### src/hw/rtl/gbi_pkg.sv
`default_nettype none
package gbi_pkg;

  localparam int MaxRows       = 64;
  localparam int MaxCols       = 64;
  localparam int ValuesPerNode = 3;
  localparam int RowW          = $clog2(MaxRows);
  localparam int ColW          = $clog2(MaxCols);
  localparam int SlotW         = (ValuesPerNode > 1) ? $clog2(ValuesPerNode) : 1;
  localparam int StoreDepth    = MaxRows * MaxCols * ValuesPerNode;
  localparam int AddrW         = $clog2(StoreDepth);

  // register indexes
  localparam logic [2:0] REG_ORIGIN_X   = 3'd0;
  localparam logic [2:0] REG_ORIGIN_Y   = 3'd1;
  localparam logic [2:0] REG_COL_AXIS_X = 3'd2;
  localparam logic [2:0] REG_COL_AXIS_Y = 3'd3;
  localparam logic [2:0] REG_ROW_AXIS_X = 3'd4;
  localparam logic [2:0] REG_ROW_AXIS_Y = 3'd5;
  localparam logic [2:0] REG_NUM_ROWS   = 3'd6;
  localparam logic [2:0] REG_NUM_COLS   = 3'd7;

  localparam logic CMD_STORE = 1'b0;
  localparam logic CMD_QUERY = 1'b1;

  typedef struct packed {
    logic               cmd;
    logic [5:0]         node_row;
    logic [5:0]         node_col;
    logic [1:0]         value_slot;
    logic signed [31:0] load_value;
    logic signed [31:0] point_x;
    logic signed [31:0] point_y;
  } in_item_t;

  typedef struct packed {
    logic signed [31:0] result_value;
    logic [1:0]         result_slot;
    logic               inside_res;
    logic               last;
  } out_item_t;

  typedef enum logic [3:0] {
    ST_IDLE, ST_STORE, ST_DIFF, ST_MUL, ST_SUM, ST_CELL, ST_WMUL,
    ST_RD, ST_RDW, ST_ACC, ST_EMIT
  } state_t;

  // controller -> datapath
  typedef struct packed {
    logic       load;     // capture input item
    logic       wr;       // node store write
    logic       diff;     // compute offsets
    logic [1:0] mul_sel;  // which projection product
    logic       mul;      // projection multiply step
    logic       sum;      // form grid coords
    logic       pick;     // pick cell, fractions
    logic       wmul;     // corner weight
    logic [1:0] corner;
    logic [SlotW-1:0] slot;
    logic       rd;       // issue memory read
    logic       vmul;     // value * weight
    logic       acc;      // accumulate
    logic       clr;      // clear accumulator
  } ctl_t;

  // datapath -> controller
  typedef struct packed {
    logic cmd;
    logic in_grid;
  } sts_t;

endpackage
`default_nettype wire

### src/hw/rtl/gbi_ctrl.sv
`default_nettype none
module gbi_ctrl
  import gbi_pkg::*;
(
  input  wire logic clk,
  input  wire logic rst,
  input  wire logic in_valid,
  output logic      in_ready,
  output logic      out_valid,
  input  wire logic out_ready,
  output logic      out_last,
  output logic [SlotW-1:0] out_slot,
  input  wire sts_t sts,
  output ctl_t      ctl
);
  state_t state, state_next;
  logic [1:0] mstep, mstep_next;
  logic [1:0] corner, corner_next;
  logic [SlotW-1:0] slot, slot_next;

  always_ff @(posedge clk) begin
    if (rst) begin
      state  <= ST_IDLE;
      mstep  <= '0;
      corner <= '0;
      slot   <= '0;
    end else begin
      state  <= state_next;
      mstep  <= mstep_next;
      corner <= corner_next;
      slot   <= slot_next;
    end
  end

  assign out_slot = slot;
  assign out_last = (slot == SlotW'(ValuesPerNode - 1));

  // sequencing: per value, four corners each weight, read, multiply, accumulate
  always_comb begin
    state_next  = state;
    mstep_next  = mstep;
    corner_next = corner;
    slot_next   = slot;
    ctl         = '0;
    ctl.mul_sel = mstep;
    ctl.corner  = corner;
    ctl.slot    = slot;
    in_ready    = 1'b0;
    out_valid   = 1'b0;
    case (state)
      ST_IDLE: begin
        in_ready = 1'b1;
        if (in_valid) begin
          ctl.load   = 1'b1;
          state_next = ST_STORE;
        end
      end
      ST_STORE: begin
        if (sts.cmd == CMD_STORE) begin
          ctl.wr     = 1'b1;
          state_next = ST_IDLE;
        end else begin
          state_next = ST_DIFF;
        end
      end
      ST_DIFF: begin
        ctl.diff   = 1'b1;
        mstep_next = '0;
        state_next = ST_MUL;
      end
      ST_MUL: begin
        ctl.mul    = 1'b1;
        mstep_next = mstep + 2'd1;
        if (mstep == 2'd3) state_next = ST_SUM;
      end
      ST_SUM: begin
        ctl.sum    = 1'b1;
        state_next = ST_CELL;
      end
      ST_CELL: begin
        ctl.pick    = 1'b1;
        slot_next   = '0;
        corner_next = '0;
        ctl.clr     = 1'b1;
        state_next  = sts.in_grid ? ST_WMUL : ST_EMIT;
      end
      ST_WMUL: begin
        ctl.wmul   = 1'b1;
        state_next = ST_RD;
      end
      ST_RD: begin
        ctl.rd     = 1'b1;
        state_next = ST_RDW;
      end
      ST_RDW: begin
        ctl.vmul   = 1'b1;
        state_next = ST_ACC;
      end
      ST_ACC: begin
        ctl.acc     = 1'b1;
        corner_next = corner + 2'd1;
        if (corner == 2'd3) state_next = ST_EMIT;
        else                state_next = ST_WMUL;
      end
      ST_EMIT: begin
        out_valid = 1'b1;
        if (out_ready) begin
          ctl.clr     = 1'b1;
          corner_next = '0;
          if (out_last) begin
            state_next = ST_IDLE;
          end else begin
            slot_next  = slot + SlotW'(1);
            state_next = sts.in_grid ? ST_WMUL : ST_EMIT;
          end
        end
      end
      default: state_next = ST_IDLE;
    endcase
  end
endmodule
`default_nettype wire

### config.mk
export PLATFORM = sky130hd
export DESIGN_NAME = gbi_ctrl
export DESIGN_NICKNAME = d
export VERILOG_FILES = /design/src/hw/rtl/gbi_pkg.sv /design/src/hw/rtl/gbi_ctrl.sv
export SDC_FILE = /design/constraint.sdc
export NUM_CORES = 1
export LEC_CHECK = 0
export CORE_AREA = 2 2 39 41
export DETAILED_ROUTE_END_ITERATION = 12
export DIE_AREA = 0 0 41 43
export DONT_BUFFER_PORTS = 1
export MAX_ROUTING_LAYER = met4
export PLACE_DENSITY = 0.73
export SLEW_MARGIN = 25
export SYNTH_ARGS = -nofsm -noshare
export SYNTH_HDL_FRONTEND = slang
export SYNTH_SLANG_ARGS = --single-unit
### constraint.sdc
create_clock -name clk -period 1.45 [get_ports clk]
set_input_delay 0.29 -clock clk [delete_from_list [all_inputs] [get_ports clk]]
set_output_delay 0.29 -clock clk [all_outputs]
set_load 0.02 [all_outputs]
==> summary.txt <==
top cell type's share of synthesized area - 0.263
leak pwr - 0.567 nW
Synth area leader - dfxtp_1
register bit total from synthesis - 10
commonest cells after routing, fill and taps aside - buf_4 (24), buf_6 (18), nand2_1 (7)
H-tree lvl count - 1
Worst Hold Slack - 0.0607 ns
Die ar. - 1760 um2
Pins Over Slew Limit - 0
Async SR Flop Fraction - 0
Critical Path AT - 1.46 ns
area of the multi-input gates - 638 um2
initial antenna violation count - 0
Setup WS post-layout - -0.296 ns
FILL cells - 34
Synth Area in XOR/XNOR - 0
starting density of the core - 0.550
Core ar. - 1380 um2
Worst Setup Start Kind - register
Main synth FF type - dfxtp_1
RSZ-0062 raised after global routing - yes
Fin. Hold Viols - 0
Pre-antenna DRT Iters - 4
synth top area cells - dfxtp_1 (26%), nand2b_1 (6.6%), ha_1 (4.9%), nor2_1 (4.9%), nor3_1 (4.6%)
global route total overflow - 0
reg2reg path depth - 6
pwr dens - 599 nW/um2
Die X - 41 um
ant diodes - 0
clock buffer depth - 2
Routed wire per std cell - 25.0 um
commonest non-fill, non-tap cell in the layout - buf_4
port bufs - 0
FF/Latch Area - 211 um2
Sink Count - 10
ANT nets after route - 0
crit path to - ctl[16]
GRT Total Usage - 0.355
TNS Setup - -2.49 ns
cts hold-fix bufs - 0
layout cells sized above 1 - 0.652
R2R Path End - corner[1]
critical path type - reg -> out
Die H - 43 um
wirelength, routed - 3.77 mm
power consumption - 790 uW
Hold Path Class - in -> reg
Synth Area in Adders - 0.0493
initial DRC count - 53
Syn. warnings - 0
nets - 146
failing checks - setup timing
post-synthesis mux area share - 0.0395
Clock Latency Late Sink - 0.28 ns
worst vdd ir - 0.000570 V
Worst Setup SP - state[3]
Synth Area in Compound Gates - 0.179
clock skew - 0.00721 ns
total number of vias - 1024
Least-Margin Pin Slew - 0.443 ns
CP Max Fanout - 4
drt drc - 0
Worst-path clk slew - 0.08 ns
TritonCTS Buffers - 3
Synth Cell Area - 761 um2
Cells after Synth - 99
area delta synth->final - 73.2%
Tmin final - 1.75 ns
critical path required time - 1.16 ns
Final Non-Filler Cells - 151
Max-Slew Margin vs Limit - 0.705
simple logic cell fraction of the synthesized area - 0.367
TritonCTS clock tree - yes
reg2reg setup slack - -0.15 ns
Mean Syn Cell Area - 7.68 um2
Finish-stage setup viols - 20
I/O Pins - 28
largest family of logic cells by synthesized area - simple AND/OR/NAND/NOR gates
Root Buffer - clkbuf_4
max cap viols - 0
vias per cell - 6.78
crit path capture type - output port
post-layout util - 0.952
library cells used by synthesis - 36
GP Congestion - 0.803
vias in the first global route - 919
Post-synth EDFFs - 0
largest net degree at the start of global routing - 11
first-pass GRT wire length - 4.08 mm
Rows - 14
status - complete, but fails checks
Final Cycle Share - 1.20
worst r2r src - state[0]
min-delay src - rst
syn nets - 108
FMAX - 573 MHz
sequential area share after synthesis - 0.263
cell count after placement - 131
dpl hpwl - 1.46 mm
-- cell families (layout without fill, tap and decap cells) --
logic type | after synthesis | after routing
buffers and inverters | 16 | 52
AO/OA/AOI/OAI | 20 | 20
AND/OR/NAND/NOR | 48 | 48
multiplexers | 2 | 2
flip-flops | 10 | 10
adder cells (fa/ha/maj) | 3 | 3
-- report_power, final --
group | total [mW] | internal [mW] | switching, mW
clock network | 0.214 | 0.0964 | 0.117
logic | 0.281 | 0.138 | 0.142
registers | 0.295 | 0.282 | 0.0137
-- flip-flops by register name (all words and copies together), names as in the netlist --
name      cells
corner        2
mstep         2
state         4
out_slot      2
-- worst max-delay path, cell delays in order, from the launching register on --
cell and delay, ns:
dfxtp_2 0.34, or4_4 0.56, inv_2 0.10, and2_4 0.18
-- layout make-up --
class                   count  area share
well taps                  16      0.0152
inverters                   6      0.0171
clock buffers               3      0.0171
flip-flops and latches     10       0.160
repair buffers             43       0.306
multi-input cells          73       0.484
-- what timing repair did --
item / 4_1_cts / 5_1_grt
pin swaps: 11 / 17
cloned: 0 / 0
resized for setup: 41 / 18
buffers inserted: 12 / 6
setup endpoints to repair: 13 / 20
hold endpoints to repair: 0 / 0
-- metrics by stage --
stage          instance area, um2  setup slack, ns
3_5_place_dp                  945           0.0100
3_3_place_gp                  945           0.0362
6_report                     1320           -0.296
5_1_grt                      1320           -0.311
4_1_cts                      1210           -0.206
2_1_floorplan                 772          -0.0989
-- synthesized netlist by cell type, drive strengths merged (2+ instances only) --
library cell,n
nand2b,8
dfxtp,10
buf,9
o21ai,4
nand3b,2
nor2,12
o221ai,2
a21oi,6
nand2,8
ha,3
inv,6
nor3b,2
mux2,2
a31oi,3
nor3,7
-- worst min path at each step --
stage / endpoint / cells past startpoint / slack [ns]
2_1_floorplan: state[3] / 2 / 0.48
3_3_place_gp: out_slot[0] / 1 / 0.35
3_5_place_dp: out_slot[0] / 1 / 0.35
4_1_cts: out_slot[0] / 1 / 0.08
5_1_grt: state[0] / 1 / 0.06
6_report: out_slot[1] / 1 / 0.06
-- layer usage --
metal  routed length [um]  vias to the layer above  track usage
li1                     -                      424            -
met3                  402                       28       0.0942
met4                  223                        0        0.173
met1                 1300                      480        0.402
met2                 1850                       92        0.550
met5                    0                        -            -
Note: power is estimated with default switching activity, not from simulation.
